--- src/hdl/linear_interp_audio_resampler_core_assert.svh ---
// ----------------------------------------------------------------------------
// Assertion macros for the linear interpolation resampler
// Shared shorthands for the concurrent checks in the resampler modules.
// ----------------------------------------------------------------------------
`ifndef LINEAR_INTERP_AUDIO_RESAMPLER_CORE_ASSERT_SVH
`define LINEAR_INTERP_AUDIO_RESAMPLER_CORE_ASSERT_SVH

// A condition that holds at every clock edge outside reset.
`define LIRS_ASSERT_ALWAYS(label, cond, msg) \
    label: assert property (@(posedge clk) disable iff (!rst_n) (cond)) \
        else $error(msg);

// A condition that holds in the same cycle whenever the trigger holds.
`define LIRS_ASSERT_IMPLIES(label, trig, cond, msg) \
    label: assert property (@(posedge clk) disable iff (!rst_n) (trig) |-> (cond)) \
        else $error(msg);

`endif

--- src/hdl/lirs_pkg.sv ---
// ----------------------------------------------------------------------------
// Resampler package
// Widths, constants, register indexes and shared types of the resampler.
// ----------------------------------------------------------------------------
package lirs_pkg;

    localparam int FRACTION_BITS = 16;
    localparam int SAMPLE_W      = 16;
    localparam int STEP_W        = 24;
    localparam int PHASE_W       = 25;
    localparam int CHAN_W        = 2;
    localparam int CFG_DATA_W    = STEP_W;
    localparam int CFG_INDEX_W   = 2;
    localparam int QUEUE_DEPTH   = 2;
    localparam int QUEUE_AW      = $clog2(QUEUE_DEPTH);
    localparam int QUEUE_CW      = $clog2(QUEUE_DEPTH + 1);

    // One whole input frame of phase, and two of them.
    localparam logic [PHASE_W-1:0] ONE_UNIT  = PHASE_W'(1) << FRACTION_BITS;
    localparam logic [PHASE_W-1:0] TWO_UNITS = PHASE_W'(1) << (FRACTION_BITS + 1);

    // Smallest step accepted; smaller writes are raised to it.
    localparam logic [STEP_W-1:0] MIN_STEP   = STEP_W'(1) << (FRACTION_BITS - 5);
    localparam logic [STEP_W-1:0] RESET_STEP = STEP_W'(1) << FRACTION_BITS;

    localparam logic [CHAN_W-1:0] CHAN_MONO   = 2'd1;
    localparam logic [CHAN_W-1:0] CHAN_STEREO = 2'd2;

    typedef enum logic [CFG_INDEX_W-1:0] {
        CFG_PHASE_STEP      = 2'd0,
        CFG_SOURCE_CHANNELS = 2'd1,
        CFG_TARGET_CHANNELS = 2'd2
    } cfg_index_t;

    typedef struct packed {
        logic signed [SAMPLE_W-1:0] left;
        logic signed [SAMPLE_W-1:0] right;
        logic                       last;
    } frame_t;

    typedef struct packed {
        logic  valid;
        frame_t frame;
    } queue_head_t;

    typedef struct packed {
        logic [STEP_W-1:0] phase_step;
        logic              target_mono;
        logic              clear;
    } back_cfg_t;

    typedef enum logic [1:0] {
        BACK_IDLE,
        BACK_RUN_HELD,
        BACK_RUN_FLUSH
    } back_state_t;

endpackage

--- src/hdl/lirs_front.sv ---
// ----------------------------------------------------------------------------
// Resampler front end
// Accepts input frames, resolves the source channel mode and queues them.
// ----------------------------------------------------------------------------
`include "linear_interp_audio_resampler_core_assert.svh"

module lirs_front
    import lirs_pkg::*;
(
    input  logic                  clk,
    input  logic                  rst_n,
    input  logic                  s_tvalid,
    output logic                  s_tready,
    input  logic [2*SAMPLE_W-1:0] s_tdata,   // left_sample, right_sample
    input  logic                  s_tlast,   // last_in_block
    input  logic                  source_mono,
    input  logic                  pop,
    output queue_head_t           head
);

    frame_t              mem_reg [QUEUE_DEPTH];
    logic [QUEUE_AW-1:0] wr_ptr_reg;
    logic [QUEUE_AW-1:0] wr_ptr_next;
    logic [QUEUE_AW-1:0] rd_ptr_reg;
    logic [QUEUE_AW-1:0] rd_ptr_next;
    logic [QUEUE_CW-1:0] count_reg;
    logic [QUEUE_CW-1:0] count_next;
    logic                push;
    frame_t              in_frame;

    // A mono source carries its left sample on both channels.
    always_comb
    begin
        in_frame.left  = s_tdata[SAMPLE_W-1:0];
        in_frame.right = source_mono ? s_tdata[SAMPLE_W-1:0] : s_tdata[2*SAMPLE_W-1:SAMPLE_W];
        in_frame.last  = s_tlast;
    end

    assign s_tready = (count_reg != QUEUE_CW'(QUEUE_DEPTH));
    assign push     = s_tvalid && s_tready;

    always_comb
    begin
        wr_ptr_next = wr_ptr_reg;
        rd_ptr_next = rd_ptr_reg;
        count_next  = count_reg;
        if (push)
        begin
            wr_ptr_next = (wr_ptr_reg == QUEUE_AW'(QUEUE_DEPTH - 1)) ? '0 : wr_ptr_reg + 1'b1;
        end
        if (pop)
        begin
            rd_ptr_next = (rd_ptr_reg == QUEUE_AW'(QUEUE_DEPTH - 1)) ? '0 : rd_ptr_reg + 1'b1;
        end
        if (push && !pop)
        begin
            count_next = count_reg + 1'b1;
        end
        else if (pop && !push)
        begin
            count_next = count_reg - 1'b1;
        end
    end

    always_ff @(posedge clk or negedge rst_n)
    begin
        if (!rst_n)
        begin
            wr_ptr_reg <= '0;
            rd_ptr_reg <= '0;
            count_reg  <= '0;
        end
        else
        begin
            wr_ptr_reg <= wr_ptr_next;
            rd_ptr_reg <= rd_ptr_next;
            count_reg  <= count_next;
        end
    end

    always_ff @(posedge clk)
    begin
        if (push)
        begin
            mem_reg[wr_ptr_reg] <= in_frame;
        end
    end

    always_comb
    begin
        head.valid = (count_reg != '0);
        head.frame = mem_reg[rd_ptr_reg];
    end

    `LIRS_ASSERT_ALWAYS(a_queue_bounded, count_reg <= QUEUE_CW'(QUEUE_DEPTH), "queue over depth")
    `LIRS_ASSERT_IMPLIES(a_pop_not_empty, pop, count_reg != '0, "pop from empty queue")

endmodule

--- src/hdl/lirs_back.sv ---
// ----------------------------------------------------------------------------
// Resampler back end
// Walks the phase accumulator over each interval and emits interpolated items.
// ----------------------------------------------------------------------------
`include "linear_interp_audio_resampler_core_assert.svh"

module lirs_back
    import lirs_pkg::*;
(
    input  logic                  clk,
    input  logic                  rst_n,
    input  back_cfg_t             cfg,
    input  queue_head_t           head,
    output logic                  pop,
    output logic                  m_tvalid,
    input  logic                  m_tready,
    output logic [2*SAMPLE_W-1:0] m_tdata,   // out_left, out_right
    output logic                  m_tlast,   // last_of_run
    output logic                  m_tuser    // block_finished
);

    back_state_t                state_reg;
    back_state_t                state_next;
    logic [PHASE_W-1:0]         phase_reg;
    logic [PHASE_W-1:0]         phase_next;
    logic signed [SAMPLE_W-1:0] held_left_reg;
    logic signed [SAMPLE_W-1:0] held_left_next;
    logic signed [SAMPLE_W-1:0] held_right_reg;
    logic signed [SAMPLE_W-1:0] held_right_next;
    logic                       have_held_reg;
    logic                       have_held_next;
    frame_t                     cur_reg;
    frame_t                     cur_next;
    logic                       out_valid_reg;
    logic                       out_valid_next;
    logic [SAMPLE_W-1:0]        out_left_reg;
    logic [SAMPLE_W-1:0]        out_left_next;
    logic [SAMPLE_W-1:0]        out_right_reg;
    logic [SAMPLE_W-1:0]        out_right_next;
    logic                       out_last_reg;
    logic                       out_last_next;
    logic                       out_finished_reg;
    logic                       out_finished_next;

    logic                       slot_free;
    logic                       in_interval;
    logic                       emit;
    logic [PHASE_W-1:0]         phase_stepped;
    logic                       run_final;
    logic signed [SAMPLE_W-1:0] from_left;
    logic signed [SAMPLE_W-1:0] from_right;
    logic signed [SAMPLE_W-1:0] lerp_left;
    logic signed [SAMPLE_W-1:0] lerp_right;

    // a + floor((b - a) * frac / one); the result always lies between a and b.
    function automatic logic signed [SAMPLE_W-1:0] lerp_sample(
        input logic signed [SAMPLE_W-1:0] a,
        input logic signed [SAMPLE_W-1:0] b,
        input logic [FRACTION_BITS-1:0]   frac
    );
        logic signed [SAMPLE_W:0]                 diff;
        logic signed [SAMPLE_W+FRACTION_BITS+1:0] prod;
        logic signed [SAMPLE_W+FRACTION_BITS+1:0] part;
        diff = {b[SAMPLE_W-1], b} - {a[SAMPLE_W-1], a};
        prod = diff * $signed({1'b0, frac});
        part = prod >>> FRACTION_BITS;
        return a + part[SAMPLE_W-1:0];
    endfunction

    // (l + r) / 2 rounded toward zero.
    function automatic logic [SAMPLE_W-1:0] mix_mono(
        input logic signed [SAMPLE_W-1:0] l,
        input logic signed [SAMPLE_W-1:0] r
    );
        logic signed [SAMPLE_W:0] sum;
        logic signed [SAMPLE_W:0] adj;
        sum = {l[SAMPLE_W-1], l} + {r[SAMPLE_W-1], r};
        adj = sum + {{SAMPLE_W{1'b0}}, sum[SAMPLE_W]};
        return adj[SAMPLE_W:1];
    endfunction

    assign slot_free     = !out_valid_reg || m_tready;
    assign in_interval   = (phase_reg < ONE_UNIT);
    assign phase_stepped = phase_reg + PHASE_W'(cfg.phase_step);

    // In the flush interval both ends are the current frame.
    assign from_left  = (state_reg == BACK_RUN_FLUSH) ? cur_reg.left  : held_left_reg;
    assign from_right = (state_reg == BACK_RUN_FLUSH) ? cur_reg.right : held_right_reg;
    assign lerp_left  = lerp_sample(from_left,  cur_reg.left,  phase_reg[FRACTION_BITS-1:0]);
    assign lerp_right = lerp_sample(from_right, cur_reg.right, phase_reg[FRACTION_BITS-1:0]);

    // The item is the last of its frame when the next position leaves the
    // interval, and for a last frame also skips the whole flush interval.
    always_comb
    begin
        case (state_reg)
            BACK_RUN_HELD:
            begin
                run_final = cur_reg.last ? (phase_stepped >= TWO_UNITS)
                                         : (phase_stepped >= ONE_UNIT);
            end
            BACK_RUN_FLUSH:
            begin
                run_final = (phase_stepped >= ONE_UNIT);
            end
            default:
            begin
                run_final = 1'b0;
            end
        endcase
    end

    // Next state.
    always_comb
    begin
        state_next = state_reg;
        case (state_reg)
            BACK_IDLE:
            begin
                if (head.valid)
                begin
                    if (have_held_reg)
                    begin
                        state_next = BACK_RUN_HELD;
                    end
                    else if (head.frame.last)
                    begin
                        state_next = BACK_RUN_FLUSH;
                    end
                end
            end
            BACK_RUN_HELD:
            begin
                if (!in_interval)
                begin
                    state_next = cur_reg.last ? BACK_RUN_FLUSH : BACK_IDLE;
                end
            end
            BACK_RUN_FLUSH:
            begin
                if (!in_interval)
                begin
                    state_next = BACK_IDLE;
                end
            end
            default:
            begin
                state_next = BACK_IDLE;
            end
        endcase
    end

    // State outputs.
    always_comb
    begin
        pop  = 1'b0;
        emit = 1'b0;
        case (state_reg)
            BACK_IDLE:
            begin
                pop = head.valid;
            end
            BACK_RUN_HELD, BACK_RUN_FLUSH:
            begin
                emit = in_interval && slot_free;
            end
            default:
            begin
                pop  = 1'b0;
                emit = 1'b0;
            end
        endcase
    end

    // Phase and held frame.
    always_comb
    begin
        phase_next      = phase_reg;
        held_left_next  = held_left_reg;
        held_right_next = held_right_reg;
        have_held_next  = have_held_reg;
        cur_next        = cur_reg;
        if (pop)
        begin
            cur_next = head.frame;
            if (!have_held_reg)
            begin
                held_left_next  = head.frame.left;
                held_right_next = head.frame.right;
                have_held_next  = 1'b1;
            end
        end
        if (emit)
        begin
            phase_next = phase_stepped;
        end
        else if (state_reg != BACK_IDLE && !in_interval)
        begin
            phase_next = phase_reg - ONE_UNIT;
            if (state_reg == BACK_RUN_HELD)
            begin
                held_left_next  = cur_reg.left;
                held_right_next = cur_reg.right;
                have_held_next  = 1'b1;
            end
            else
            begin
                held_left_next  = '0;
                held_right_next = '0;
                have_held_next  = 1'b0;
            end
        end
        if (cfg.clear)
        begin
            phase_next      = '0;
            held_left_next  = '0;
            held_right_next = '0;
            have_held_next  = 1'b0;
        end
    end

    // Output register.
    always_comb
    begin
        out_valid_next    = out_valid_reg;
        out_left_next     = out_left_reg;
        out_right_next    = out_right_reg;
        out_last_next     = out_last_reg;
        out_finished_next = out_finished_reg;
        if (emit)
        begin
            out_valid_next    = 1'b1;
            out_last_next     = run_final;
            out_finished_next = run_final && cur_reg.last;
            if (cfg.target_mono)
            begin
                out_left_next  = mix_mono(lerp_left, lerp_right);
                out_right_next = '0;
            end
            else
            begin
                out_left_next  = lerp_left;
                out_right_next = lerp_right;
            end
        end
        else if (m_tready)
        begin
            out_valid_next = 1'b0;
        end
    end

    always_ff @(posedge clk or negedge rst_n)
    begin
        if (!rst_n)
        begin
            state_reg      <= BACK_IDLE;
            phase_reg      <= '0;
            held_left_reg  <= '0;
            held_right_reg <= '0;
            have_held_reg  <= 1'b0;
            out_valid_reg  <= 1'b0;
        end
        else
        begin
            state_reg      <= state_next;
            phase_reg      <= phase_next;
            held_left_reg  <= held_left_next;
            held_right_reg <= held_right_next;
            have_held_reg  <= have_held_next;
            out_valid_reg  <= out_valid_next;
        end
    end

    always_ff @(posedge clk)
    begin
        cur_reg          <= cur_next;
        out_left_reg     <= out_left_next;
        out_right_reg    <= out_right_next;
        out_last_reg     <= out_last_next;
        out_finished_reg <= out_finished_next;
    end

    assign m_tvalid = out_valid_reg;
    assign m_tdata  = {out_right_reg, out_left_reg};
    assign m_tlast  = out_last_reg;
    assign m_tuser  = out_finished_reg;

    // The phase only grows by one step from inside an interval.
    `LIRS_ASSERT_ALWAYS(a_phase_bounded, phase_reg < ONE_UNIT + PHASE_W'(cfg.phase_step),
                        "phase out of range")
    `LIRS_ASSERT_IMPLIES(a_held_run_has_frame, state_reg == BACK_RUN_HELD, have_held_reg,
                         "interpolating without a held frame")
    `LIRS_ASSERT_IMPLIES(a_finish_is_last, out_valid_reg && out_finished_reg, out_last_reg,
                         "block finished on an item that is not last of its run")

endmodule

--- src/hdl/linear_interp_audio_resampler_core.sv ---
// ----------------------------------------------------------------------------
// Linear interpolation audio resampler
// Each input frame arriving on the slave stream closes the interval that
// starts at the previously held frame, and every output position that a Q16
// phase accumulator places inside that interval is produced by linear
// interpolation between the two frames, one item per cycle on the unstalled
// master stream. A frame marked with tlast also flushes its own interval
// with the frame held flat, ends the block and clears the held frame, while
// the phase carries on. With one target channel the two channels are mixed
// as (l+r)/2, rounded toward zero. Input items land in a two-deep queue, so
// the stream can deliver the next frame while the back end is still working
// on the current one. For each frame the back end takes the frame from the
// queue, produces its results one after another and then closes each interval
// that the frame ends, the flush interval included. With the smallest
// step of 2048 a frame gives at most 64 results. A stalled master stream holds
// the back end, since results leave through a single output register. Any
// configuration write to a known register clears the phase and the held frame;
// configuration is to be written only while the block is idle.
// ----------------------------------------------------------------------------
module linear_interp_audio_resampler_core
    import lirs_pkg::*;
(
    input  logic                   clk,
    input  logic                   rst_n,
    input  logic                   cfg_write_en,
    input  logic [CFG_INDEX_W-1:0] cfg_index,
    input  logic [CFG_DATA_W-1:0]  cfg_data,
    input  logic                   s_tvalid,
    output logic                   s_tready,
    input  logic [2*SAMPLE_W-1:0]  s_tdata,   // left_sample, right_sample
    input  logic                   s_tlast,   // last_in_block
    output logic                   m_tvalid,
    input  logic                   m_tready,
    output logic [2*SAMPLE_W-1:0]  m_tdata,   // out_left, out_right
    output logic                   m_tlast,   // last_of_run
    output logic                   m_tuser    // block_finished
);

    logic [STEP_W-1:0] step_reg;
    logic [STEP_W-1:0] step_next;
    logic [CHAN_W-1:0] src_chan_reg;
    logic [CHAN_W-1:0] src_chan_next;
    logic [CHAN_W-1:0] tgt_chan_reg;
    logic [CHAN_W-1:0] tgt_chan_next;
    logic              cfg_hit;
    back_cfg_t         back_cfg;
    queue_head_t       head;
    logic              pop;

    // Register file. Writes to an unknown index are ignored entirely, and
    // steps below the minimum are raised to it so a frame never produces
    // more than 64 results.
    always_comb
    begin
        step_next     = step_reg;
        src_chan_next = src_chan_reg;
        tgt_chan_next = tgt_chan_reg;
        cfg_hit       = cfg_write_en && (cfg_index inside {CFG_PHASE_STEP,
                                                           CFG_SOURCE_CHANNELS,
                                                           CFG_TARGET_CHANNELS});
        if (cfg_write_en)
        begin
            case (cfg_index_t'(cfg_index))
                CFG_PHASE_STEP:
                begin
                    step_next = (cfg_data < MIN_STEP) ? MIN_STEP : cfg_data;
                end
                CFG_SOURCE_CHANNELS:
                begin
                    src_chan_next = cfg_data[CHAN_W-1:0];
                end
                CFG_TARGET_CHANNELS:
                begin
                    tgt_chan_next = cfg_data[CHAN_W-1:0];
                end
                default:
                begin
                    step_next = step_reg;
                end
            endcase
        end
    end

    always_ff @(posedge clk or negedge rst_n)
    begin
        if (!rst_n)
        begin
            step_reg     <= RESET_STEP;
            src_chan_reg <= CHAN_STEREO;
            tgt_chan_reg <= CHAN_STEREO;
        end
        else
        begin
            step_reg     <= step_next;
            src_chan_reg <= src_chan_next;
            tgt_chan_reg <= tgt_chan_next;
        end
    end

    // Any channel code other than one is treated as stereo.
    always_comb
    begin
        back_cfg.phase_step  = step_reg;
        back_cfg.target_mono = (tgt_chan_reg == CHAN_MONO);
        back_cfg.clear       = cfg_hit;
    end

    lirs_front u_front (
        .clk         (clk),
        .rst_n       (rst_n),
        .s_tvalid    (s_tvalid),
        .s_tready    (s_tready),
        .s_tdata     (s_tdata),
        .s_tlast     (s_tlast),
        .source_mono (src_chan_reg == CHAN_MONO),
        .pop         (pop),
        .head        (head)
    );

    lirs_back u_back (
        .clk      (clk),
        .rst_n    (rst_n),
        .cfg      (back_cfg),
        .head     (head),
        .pop      (pop),
        .m_tvalid (m_tvalid),
        .m_tready (m_tready),
        .m_tdata  (m_tdata),
        .m_tlast  (m_tlast),
        .m_tuser  (m_tuser)
    );

endmodule

--- config.mk ---
export PLATFORM = sky130hd
export DESIGN_NAME = linear_interp_audio_resampler_core
export DESIGN_NICKNAME = d
export VERILOG_FILES = /design/src/hdl/lirs_pkg.sv /design/src/hdl/lirs_front.sv /design/src/hdl/lirs_back.sv /design/src/hdl/linear_interp_audio_resampler_core.sv
export VERILOG_INCLUDE_DIRS = /design/src /design/src/hdl
export SDC_FILE = /design/constraint.sdc
export NUM_CORES = 2
export LEC_CHECK = 0
export BUFFER_PORTS_ARGS = -buffer_cell sky130_fd_sc_hd__buf_2
export CORE_AREA = 4 4 299 301
export DETAILED_ROUTE_END_ITERATION = 8
export DIE_AREA = 0 0 303 305
export PLACE_DENSITY = 0.65
export SLEW_MARGIN = 40
export SYNTH_ARGS = -nofsm -noshare
export SYNTH_HDL_FRONTEND = slang
export SYNTH_SLANG_ARGS = --single-unit
export TNS_END_PERCENT = 5
--- constraint.sdc ---
create_clock -name clk -period 43.4 [get_ports clk]
set_input_delay 6.51 -clock clk [delete_from_list [all_inputs] [get_ports clk]]
set_output_delay 6.51 -clock clk [all_outputs]
set_load 0.01 [all_outputs]
-- Word level (Yosys, flattened, before mapping)
Memory sizes are Yosys's and may differ from the RTL's.
Index checks and enable logic that the tools add are counted.
- bits in registers: 160
- bits in writable memories: 66
- input bits: 64
- output and inout bits: 36
- logic and storage cells: 118
- memories kept: 1
- add/subtract/negate cells: 12
- $mul: 2
- magnitude comparators: 4
- equality and inequality tests: 11
- muxes and demuxes: 44
- reductions and logical operators: 25
- memories (name ; words ; bits a word ; rd ports ; clocked after memory_dff ; wr ports ; line ; source):
    u_front.mem_reg ; 2 ; 33 ; 1 ; 0 ; 1 ; lirs_front.sv:21 ; frame_t mem_reg [QUEUE_DEPTH];
- operators with widths (operator ; count):
    two-way mux 16 bit ; 16
    two-way mux 25 bit ; 3
    multiplier 17 x 17 -> 32 bit ; 2
    subtractor 16 x 16 -> 17 bit ; 2
    adder 16 bit ; 2
    adder 25 x 24 -> 25 bit ; 1
    greater-or-equal comparator 25 x 17 -> 1 bit, second input constant ; 1
    greater-or-equal comparator 25 x 18 -> 1 bit, second input constant ; 1
    less-than comparator 25 x 17 -> 1 bit, second input constant ; 1
    subtractor 25 x 17 -> 25 bit, second input constant ; 1
    less-than comparator 24 x 12 -> 1 bit, second input constant ; 1
    two-way mux 24 bit ; 1
    adder 16 x 16 -> 17 bit ; 1
    adder 17 x 1 -> 17 bit ; 1
    two-way mux 2 bit ; 8
    two-way mux 1 bit ; 14
    == test 2 x 1 -> 1 bit, second input constant ; 4
    nonzero test 2 bit ; 4
    logical AND 1 bit ; 7
    != test 2 bit, second input constant ; 3
    case mux 2 bit (3 select lines) ; 1
    AND reduction 2 bit ; 3
    nonzero test 3 bit ; 2
    == test 2 bit, second input constant ; 2
    other kinds (11) ; 16

-- Logic depth before layout (Yosys ltp)
- depth after elaboration: 8
- depth in mapped cells: 72
- depth with buffers taken out: 66

-- By module
Synthesis repeated with hierarchy kept, for this count alone.
- cell total of the unflattened synthesis: 3615
- area total of the unflattened synthesis: 34287.9 µm²
- by module, submodules not included (module ; instances ; cells an instance ; area each (µm²) ; seq. area each (µm²)):
    lirs_back ; 1 ; 3355 ; 30153.9 ; 3538.4
    lirs_front ; 1 ; 139 ; 2967.8 ; 2082.0
    linear_interp_audio_resampler_core ; 1 ; 121 ; 1166.1 ; 704.4

-- Worst setup path before layout
No wires, ideal clock.
- path kind: register -> register
- start point: register u_back.state_reg[0]
- end point: register u_back.out_left_reg[11], data pin
- setup time: 270 ps
- arrival time: 14395 ps
- required time: 43130 ps
- path slack: 28735 ps
- stages on the path, launching flop included: 66
- path buffers: 6
- period minus slack after synthesis: 14665 ps
- cell sequence: dfrtp_1 -> inv_1 -> ha_1 -> buf_4 -> clkbuf_1 -> buf_1 -> buf_1 -> mux2_2 -> inv_1 -> ha_1 -> nor2b_1 -> o31ai_1 -> o211ai_1 -> a311oi_1 -> a21o_1 -> a21oi_1 -> o21a_1 -> o21a_1 -> [30 not listed] -> a21boi_0 -> a31o_2 -> or4_1 -> nand4_1 -> xnor2_1 -> inv_1 -> ha_1 -> a41oi_1 -> o41ai_1 -> mux2i_1 -> clkbuf_1 -> and2_1 -> ha_1 -> nand2_1 -> nor3_1 -> nand2_1 -> xor2_1 -> o21ai_0
- cells in the longest elaborated chain, start to end: 8
- elaborated cells between the ends (all ways): 12
- those cells by class: add/sub (6); mul (2); eq/ne (1); mux (3)
- RTL lines (item ; line ; source):
    start, declared ; lirs_back.sv:22 ; back_state_t state_reg;
    start signal, assigned ; lirs_back.sv:265 ; state_reg <= state_next;
    == test 2 bit * ; lirs_back.sv:87, lirs_back.sv:88 ;
    two-way mux 16 bit (on tied branches) ; lirs_back.sv:87, lirs_back.sv:88 ;
    subtractor 16 x 16 -> 17 bit ; lirs_back.sv:64 ; diff = {b[SAMPLE_W-1], b} - {a[SAMPLE_W-1], a};
    multiplier 17 x 17 -> 32 bit ; lirs_back.sv:65 ; prod = diff * $signed({1'b0, frac});
    adder 16 bit ; lirs_back.sv:67 ; return a + part[SAMPLE_W-1:0];
    adder 16 x 16 -> 17 bit ; lirs_back.sv:77 ; sum = {l[SAMPLE_W-1], l} + {r[SAMPLE_W-1], r};
    adder 17 x 1 -> 17 bit ; lirs_back.sv:78 ; adj = sum + {{SAMPLE_W{1'b0}}, sum[SAMPLE_W]};
    two-way mux 16 bit * ; lirs_back.sv:235 ; if (cfg.target_mono)
    end signal, assigned ; lirs_back.sv:277 ; out_left_reg <= out_left_next;
    end, declared ; lirs_back.sv:36 ; logic [SAMPLE_W-1:0] out_left_reg;
Mark *: on every way between the ends. The rest lies on a longest branch, timed or not.
A chain may end at the register's enable or synchronous reset.

-- Worst setup path after layout
Same ends and word-level chain as after synthesis.

==> impl_metrics.ini <==
[outcome]
status = complete, no violations

[timing]
timing.final.ws_setup_ps = 27930
hold_viol = 0
finClkSkew_ps = 38.5
min_period_over_period = 0.356
worst_slew_margin_rel = 0.422
fmax_mhz = 64.6
post-route-min-period_ps = 15470
worst_pin_slew_ps = 867
setup-tns-final_ps = 0
setup_viol = 0
slew_viol_final = 0
rsz0062_at_grt = false

[floorplanning]
die_w_um = 303
die_h_um = 305
coreArea_mm2 = 0.0866
placement_rows = 108
io_pins = 100
die_area_mm2 = 0.0924
start_util = 0.397

[route]
wl_per_cell_um = 16.9
drtIter0Drc = 1240
route.detailed.drc = 0
wl_um = 82100
vias = 24494
final_antenna_net_count = 0
dr.pass1.iters = 5
vias_per_cell = 5.04

[finish]
fillers = 8326
area_delta_synth_final_pct = 7.97
finalNetCount = 4538
largest_reg_flops = 66
seq_area_mm2 = 0.00633
post-route-util = 0.429
drive_gt1_frac = 0.0961
multi_input_area_mm2 = 0.0248
antenna_cells = 0

[setup_path]
crit_slowest_cell = nor3_1
critPathKind = flop to flop
required_ps = 43660
start_kind = flop
end_kind = flop
cpPeakStageDelay_ps = 550
cp.arrival_ps = 15730
crit_path_max_fanout = 30

[clocking]
clk_path_buf_depth = 3
post_cts_resized = 0
cts_buffers = 24
cts_htree_levels = 1
clk_pin_slew_ps = 70
cts_sinks = 226
postCtsHoldBufs = 0
cts_setup_buffers = 0
clk_latency_ps = 560
cts_tree = yes
cts_root_buf = clkbuf_16

[synth]
synth_area_leaders = fa_1 (31%), edfxtp_1 (12%), ha_1 (9.1%), inv_1 (8.1%), dfrtp_1 (6.5%)
synth_most_common_cell = inv_1
synth_top_family_by_area = adder cells
muxShareOfSynthArea = 0.0438
syn_area_mm2 = 0.0344
synth-seq-area-share = 0.184
synth_top_area_cell = fa_1
yosys.area_share.simple = 0.144
synthCells = 3642
synthTopCellsByCount = inv_1 (738), fa_1 (536), nand2_1 (433), ha_1 (251), and2_1 (245)
synthesis.nets = 4493
synth_cell_types = 92
synth_fa_ha_area_frac = 0.405
synthFlopType = edfxtp_1
avgSynthCellArea_um2 = 9.44
async_flop_share = 0.412
ys_warn_count = 0
synth_compound_area_frac = 0.0858
synth_seq_cells = 226
synth_xor_area_frac = 0.0422
netlist.area_leader.share = 0.312
synth_edf_count = 133

[placement]
port_buffers = 99
place_ws_ps = 28110
place_congestion = 0.864
hpwl_um = 64300

[global_route]
grtUsageTotal = 0.185
grt_pass1_wl_um = 138000
antenna_found_initial = 0
grt_max_degree = 56
grt-ovfl-total = 0
grt_pass1_vias = 26006

[flow_run]
maxCapViolations = 0

[min_path]
hp-class = flop to flop
==> worst paths after layout <==
path / from / endpoint / slack [ps] / cells after the start
max: u_back.state_reg[0]$_DFFE_PN0P_ / u_back.out_left_reg[11]$_DFFE_PP_ / 27930 / 62
max in group asynchronous: rst_n / u_back.held_right_reg[2]$_DFF_PN0_ / 36480 / 2
max reg2reg: u_back.state_reg[0]$_DFFE_PN0P_ / u_back.out_left_reg[11]$_DFFE_PP_ / 27930 / 62
min: src_chan_reg[0]$_DFFE_PN0P_ / src_chan_reg[0]$_DFFE_PN0P_ / 510 / 1
min reg2reg: src_chan_reg[0]$_DFFE_PN0P_ / src_chan_reg[0]$_DFFE_PN0P_ / 510 / 1
min in group asynchronous: rst_n / step_reg[22]$_DFFE_PN0P_ / 5910 / 1
==> cell type report <==
type                       instances  share of cell area
multi-input combinational       2540               0.669
sequential                       226               0.170
inverter                         738              0.0746
tap                             1155              0.0389
timing repair buffer             157              0.0252
clock buffer                      27              0.0165
clock inverter                    17             0.00519
==> stage by stage <==
step	instance area, um2	hold WS (ps)	instances
detailed placement	36300	488	4816
finish	37100	508	4860
global route	37100	524	4860
global placement	36300	483	4816
floorplan	34400	461	3642
CTS	37100	503	4860
==> metal layers <==
layer  global-route usage  share of wire  vias up
met5                    0              0        -
met4               0.0643          0.041        0
met3               0.0125          0.032      117
met2                0.315           0.49      489
met1                0.250           0.44    12382
li1                     -              -    11506
==> layout by cell type, fill, tap and decap left out, types with 58 or more instances in the layout <==
| cell | n |
|---|---|
| fa_1 | 536 |
| mux2_2 | 96 |
| buf_4 | 58 |
| nand2_1 | 433 |
| dfrtp_1 | 87 |
| nor2b_1 | 65 |
| ha_1 | 250 |
| a21oi_1 | 104 |
| inv_1 | 737 |
| nor2_1 | 115 |
| xnor2_1 | 116 |
| and2_1 | 245 |
| buf_2 | 98 |
| edfxtp_1 | 133 |
| o21ai_0 | 98 |
==> critical path: cells and delay by family, from the launching register on <==
kind                       cells  cell delay [ps]
AOI/OAI and AO/OA             26             5690
adders and majority gates     12             4880
and+or+nand+nor                9             1850
buffers and inverters          9             1290
xor gates and xnor gates       4              600
muxes                          2              470
DFF                            1              410
==> logic make-up (layout without fill, tap and decap cells) <==
kind of cell / Yosys count / in the layout
flops: 226 / 226
mux: 138 / 138
compound gates: 439 / 439
simple gates: 1009 / 1009
xor+xnor: 163 / 163
fa+ha+maj: 791 / 791
buf+inv: 876 / 939
Power is not shown: default switching activity piles up to over one toggle a cycle in this logic, so the estimate is an artifact.
